**src/hdl/scba_pkg.sv**
```systemverilog
// ----------------------------------------------------------------------------
// scba_pkg
// Shared types, widths and codes of the size-class buffer allocator.
// ----------------------------------------------------------------------------
package scba_pkg;

  // Number of size classes and blocks per class.
  localparam int NumClasses = 4;
  localparam int MaxBlocks  = 1024;

  // Field widths.
  localparam int ClsW   = $clog2(NumClasses);
  localparam int IdxW   = $clog2(MaxBlocks);
  localparam int CntW   = IdxW + 1;
  localparam int AddrW  = ClsW + IdxW;
  localparam int LenW   = 32;
  localparam int StW    = 2;
  localparam int CfgIdxW = 3;
  localparam int CfgDataW = 32;

  // Stream payload widths, padded to whole bytes.
  localparam int InDataW  = 48;
  localparam int OutDataW = 16;

  // Result status codes.
  localparam logic [StW-1:0] StOk      = 2'd0;
  localparam logic [StW-1:0] StFail    = 2'd1;
  localparam logic [StW-1:0] StIgnored = 2'd2;

  // Action codes carried in the input tuser.
  localparam logic ActAlloc = 1'b0;
  localparam logic ActFree  = 1'b1;

  // Configuration register indexes.
  localparam logic [CfgIdxW-1:0] RegClass0Bytes = 3'd0;
  localparam logic [CfgIdxW-1:0] RegClass1Bytes = 3'd1;
  localparam logic [CfgIdxW-1:0] RegClass2Bytes = 3'd2;
  localparam logic [CfgIdxW-1:0] RegClass3Bytes = 3'd3;
  localparam logic [CfgIdxW-1:0] RegMaxBlocks   = 3'd4;
  localparam logic [CfgIdxW-1:0] RegGrowQuantum = 3'd5;
  localparam logic [CfgIdxW-1:0] RegInitBlocks  = 3'd6;

  // Per-class counters.
  typedef logic [NumClasses-1:0][CntW-1:0] scba_cnt_arr_t;

  // Configuration as seen by the class selector.
  typedef struct packed {
    logic [NumClasses-1:0][LenW-1:0] class_bytes;
    logic [CntW-1:0]                 max_blocks;
    logic [CntW-1:0]                 grow_quantum;
    logic [CntW-1:0]                 initial_blocks;
  } scba_cfg_t;

  // Class choice for one allocation.
  typedef struct packed {
    logic            hit;
    logic [ClsW-1:0] cls;
    logic            pop;
    logic            run;
    logic            grow;
    logic [CntW-1:0] grow_n;
  } scba_pick_t;

endpackage

```
**src/hdl/scba_class_sel.sv**
```systemverilog
// ----------------------------------------------------------------------------
// scba_class_sel
// Chooses the class and the source of the block for one allocation.
// ----------------------------------------------------------------------------
module scba_class_sel (
  input  scba_pkg::scba_cfg_t     cfg_i,
  input  logic [31:0]             req_len_i,
  input  scba_pkg::scba_cnt_arr_t stack_depth_i,
  input  scba_pkg::scba_cnt_arr_t carved_i,
  input  scba_pkg::scba_cnt_arr_t run_next_i,
  output scba_pkg::scba_pick_t    pick_o
);
  import scba_pkg::*;

  localparam logic [CntW-1:0] MaxBlocksCnt = CntW'(MaxBlocks);

  logic [CntW-1:0]       lim;
  logic [NumClasses-1:0] fits;
  logic [NumClasses-1:0] has_pop;
  logic [NumClasses-1:0] has_run;
  logic [NumClasses-1:0] avail;
  scba_cnt_arr_t         n_init;
  scba_cnt_arr_t         room;
  scba_cnt_arr_t         grow_n;

  // Growth size and availability of every class, side by side.
  always_comb begin
    lim = (cfg_i.max_blocks < MaxBlocksCnt) ? cfg_i.max_blocks : MaxBlocksCnt;
    for (int c = 0; c < NumClasses; c++) begin
      fits[c]    = req_len_i <= cfg_i.class_bytes[c];
      has_pop[c] = stack_depth_i[c] != '0;
      has_run[c] = run_next_i[c] < carved_i[c];
      n_init[c]  = (cfg_i.initial_blocks < lim) ? cfg_i.initial_blocks : lim;
      room[c]    = lim - carved_i[c];
      if (carved_i[c] == '0) begin
        if (n_init[c] != '0) begin
          grow_n[c] = n_init[c];
        end else begin
          grow_n[c] = (lim < cfg_i.grow_quantum) ? lim : cfg_i.grow_quantum;
        end
      end else if (carved_i[c] >= lim) begin
        grow_n[c] = '0;
      end else begin
        grow_n[c] = (room[c] < cfg_i.grow_quantum) ? room[c] : cfg_i.grow_quantum;
      end
      avail[c] = fits[c] && (has_pop[c] || has_run[c] || (grow_n[c] != '0));
    end
  end

  // The lowest available class wins.
  always_comb begin
    pick_o = '0;
    for (int c = NumClasses - 1; c >= 0; c--) begin
      if (avail[c]) begin
        pick_o.hit    = 1'b1;
        pick_o.cls    = ClsW'(c);
        pick_o.pop    = has_pop[c];
        pick_o.run    = !has_pop[c] && has_run[c];
        pick_o.grow   = !has_pop[c] && !has_run[c];
        pick_o.grow_n = grow_n[c];
      end
    end
  end

endmodule

```
**config.mk**
```make
export PLATFORM = sky130hd
export DESIGN_NAME = scba_class_sel
export DESIGN_NICKNAME = d
export VERILOG_FILES = /design/src/hdl/scba_pkg.sv /design/src/hdl/scba_class_sel.sv
export SDC_FILE = /design/constraint.sdc
export NUM_CORES = 1
export LEC_CHECK = 0
export ABC_AREA = 1
export BUFFER_PORTS_ARGS = -buffer_cell sky130_fd_sc_hd__buf_2
export CORE_ASPECT_RATIO = 0.9
export CORE_MARGIN = 2
export CORE_UTILIZATION = 26
export DETAILED_ROUTE_END_ITERATION = 10
export PLACE_DENSITY = 0.53
export RECOVER_POWER = 50
export SETUP_SLACK_MARGIN = 0.3
export SLEW_MARGIN = 20
export SYNTH_ARGS = -nofsm -noshare
export SYNTH_HDL_FRONTEND = slang
export SYNTH_SLANG_ARGS = --single-unit
```
**constraint.sdc**
```tcl
create_clock -name vclk -period 5.7
set_input_delay 0.285 -clock vclk [all_inputs]
set_output_delay 0.285 -clock vclk [all_outputs]
set_load 0.1 [all_outputs]
```
---- Word level (Yosys, flattened, before mapping) ----
Index checks and enable logic that the tools add are counted.
W data, S select, Z words.
storage, ports and cells
  register bits ........................... 0
  input port bits ......................... 325
  output and inout port bits .............. 17
cells by class
  add/subtract/negate cells ............... 4
  magnitude comparators ................... 19
  muxes and demuxes ....................... 20
  reductions and logical operators ........ 41
operators by type and width
  kind                    count
  $mux W11                16
  $le A32 B32 Y1          4
  $lt A11 B11 Y1          10
  $reduce_bool A11 Y1     9
  $mux W17                4
  $ge A11 B11 Y1          4
  $logic_not A11 Y1       4
  $sub A11 B11 Y11        4
  $logic_and A1 B1 Y1     12
  $lt A11 B11 Y1 const B  1
  $logic_not A1 Y1        8
  $logic_or A1 B1 Y1      8

---- Logic depth before layout (Yosys ltp) ----
  depth in word-level cells ............... 14
  gate-level depth with buffers ........... 37
  depth with buffers taken out ............ 34

---- Worst setup path after synthesis ----
OpenSTA, ideal clock, no wires.
  path type ............................... input-to-output
  start point ............................. input cfg_i[32] (netlist name)
  end point ............................... output pick_o[14] (netlist name)
  data arrival time ....................... 5.541 ns
  required time ........................... 5.415 ns
  path slack .............................. -0.126 ns
  stages on the path ...................... 33
  buffers on the path ..................... 4
  path through ............................ buf_6 -> inv_4 -> buf_12 -> nand2_8 -> nor2_1 -> inv_1 -> nand2_1 -> inv_1 -> ha_1 -> or2_2 -> nand2_1 -> nand2_1 -> a21oi_1 -> o221ai_1 -> nand3_1 -> nand3b_1 -> nand2_1 -> inv_1 -> ha_1 -> nand2_1 -> nor2_1 -> nand3_1 -> nand3_1 -> clkbuf_1 -> nand2_1 -> a22oi_1 -> inv_1 -> nor3_1 -> nand2_2 -> nand2_2 -> inv_2 -> buf_6 -> a21oi_1
RTL lines
  what         line                  RTL
  from (decl)  scba_class_sel.sv:6   input scba_pkg::scba_cfg_t cfg_i,
  to (decl)    scba_class_sel.sv:11  output scba_pkg::scba_pick_t pick_o

==> flow_summary.ini <==
[routing]
wire_per_inst_um = 17.3
dr.pass1.iters = 5
drt_wl_total_um = 44900
wl_met1_um = 19500
wl_met3_um = 3490
drt_iter0_markers = 938
vias = 12800
ant_nets = 0
wl_met2_um = 20600
top_layer_used = met5
route.detailed.drc = 0
viasPerCell = 4.93

[finish]
drive_gt1_share_pct = 21.7
seq_area_um2 = 0
nFlopsAndLatches = 0
layout.nets = 2664
clock_buffers = 0
area_growth_syn_to_layout_pct = 29.2

[worst_setup_path]
critPathArrivalTime_ps = 4890
start_kind = primary input
critical_path_class = in2out
slowest_stage = or2_2
crit_fanout = 15
crit_top_cell = nand2_1
cp.required_ps = 5410
cp-end-kind = primary output
max_stage_delay_ps = 310
startpoint = cfg_i[32]

[floorplanning]
die_w_um = 213
coreArea_um2 = 38500
fp-row-count = 68
start_util_pct = 26.5
dieHeight_um = 192
ios = 342
die-area_um2 = 40700

[grt]
grt_usage_pct = 20.8
grt_pass1_vias = 12200
overflow = 0
antenna_found_initial = 2
grt_first_pass_wirelength_um = 65800
grt_max_degree = 20

[pwr]
p_per_area_nw_per_um2 = 126
vdd_drop_max_mv = 0.147
power_mw = 1.65
p_leak_nw = 7.72

[synth]
synth-warning-count = 0
syn_nets = 2303
netlist_top_cells_area = ha_1 (32%), nand2_1 (15%), inv_1 (12%)
synth_common_cells = nand2_1 (403), inv_1 (323), ha_1 (261)
synth.top_cell.area_share_pct = 32.1
yosysTopAreaCell = ha_1
ys_seq_area_share_pct = 0
syn_inst = 1715
syn_area_per_cell_um2 = 5.93
yosysMostFrequentCell = nand2_1
syn-cell-area_um2 = 10200
synthDistinctLibCells = 57

[timing]
period_needed_ps = 5180
hold_viol = 0
fin_crit_sh_pct = 90.8
tightest_slew_ps = 913
tns_ps = 0
max_freq_mhz = 193
rsz0062_at_grt = false
setup_ws_ps = 522
drv_slew = 0
slew-limit-headroom_pct = 38.6
setup_viol_count_final = 0
whs_ps = 1210

[placed_design]
hpwl_um = 39000
place.gp.congestion = 0.935
port_buffers = 342
preCtsSetupSlack_ps = 166

[min_path]
min_from = stack_depth_i[0]
worstHoldPathType = in2out
holdPathEnd = pick_o[13]
hold_path_depth = 6

[run_status]
outcome = finished, final reports clean

[flow_run]
drv_cap = 0
-- metrics by stage --
step | area, µm² | utilization (%) | cells
after floorplan | 10200 | - | 1715
after global placement | 12800 | 33.3 | 2581
after detailed placement | 12800 | 33.3 | 2581
after CTS | 12800 | 33.4 | 2581
after global routing | 13100 | 34.2 | 2600
final | 13100 | 34.2 | 2600
-- worst max path at each step --
| stage | cells past startpoint | end |
|---|---|---|
| after global routing | 33 | pick_o[14] |
| after floorplan | 32 | pick_o[16] |
| after global placement | 33 | pick_o[1] |
| after detailed placement | 33 | pick_o[7] |
| after CTS | 32 | pick_o[12] |
| final | 34 | pick_o[14] |
-- worst max-delay path, delay by kind of cell --
| kind | cells | cell delay (ps) |
|---|---|---|
| adders and majority gates | 2 | 500 |
| and+or+nand+nor | 20 | 2340 |
| AOI/OAI and AO/OA | 4 | 800 |
| buffers and inverters | 8 | 950 |
-- cell usage in the layout, fill, tap and decap left out, types with 30 or more instances in the layout --
cell / count
o21ai_0: 60
a21oi_1: 146
buf_4: 34
nand4_1: 43
inv_1: 319
nor2_1: 92
nand3_1: 130
xor2_1: 30
ha_1: 261
nand2_1: 394
buf_2: 324
-- cells by family after synthesis --
family                   count (synthesis)  share of synthesized area, %
AND/OR/NAND/NOR                        759                          33.2
AO/OA/AOI/OAI                          311                          17.7
adder cells (fa/ha/maj)                263                          32.5
XOR/XNOR                                34                          2.93
buffers and inverters                  348                          13.6
-- power by group --
part           leakage (nW)  internal (mW)  switching (mW)
sequential                0              0               0
clock            0.00000634   0.0000000235               0
combinational          7.72          0.594            1.06
-- area by class of cell --
class | count | area (µm²)
fillers | 4392 | 25300
multi-input cells | 1369 | 8980
repair buffers | 379 | 2270
inverters | 326 | 1240
well taps | 525 | 657
diodes | 1 | 2.50
-- per-layer routing --
| layer | GRT usage (%) | vias to the layer above |
|---|---|---|
| met5 | 0 | - |
| met4 | 4.90 | 2 |
| met3 | 2.86 | 60 |
| met2 | 36.5 | 505 |
| met1 | 26.7 | 5730 |
| li1 | - | 6527 |
-- timing repair --
| action | 4_1_cts | 5_1_grt |
|---|---|---|
| setup buffers | 0 | 16 |
| cloned | 0 | 2 |
| endpoints found under the setup margin | 16 | 17 |
| hold buffers | 0 | 0 |
| pin swaps | 0 | 11 |
| gates resized for setup | 6 | 46 |
Note: power is estimated with default switching activity, not from simulation.
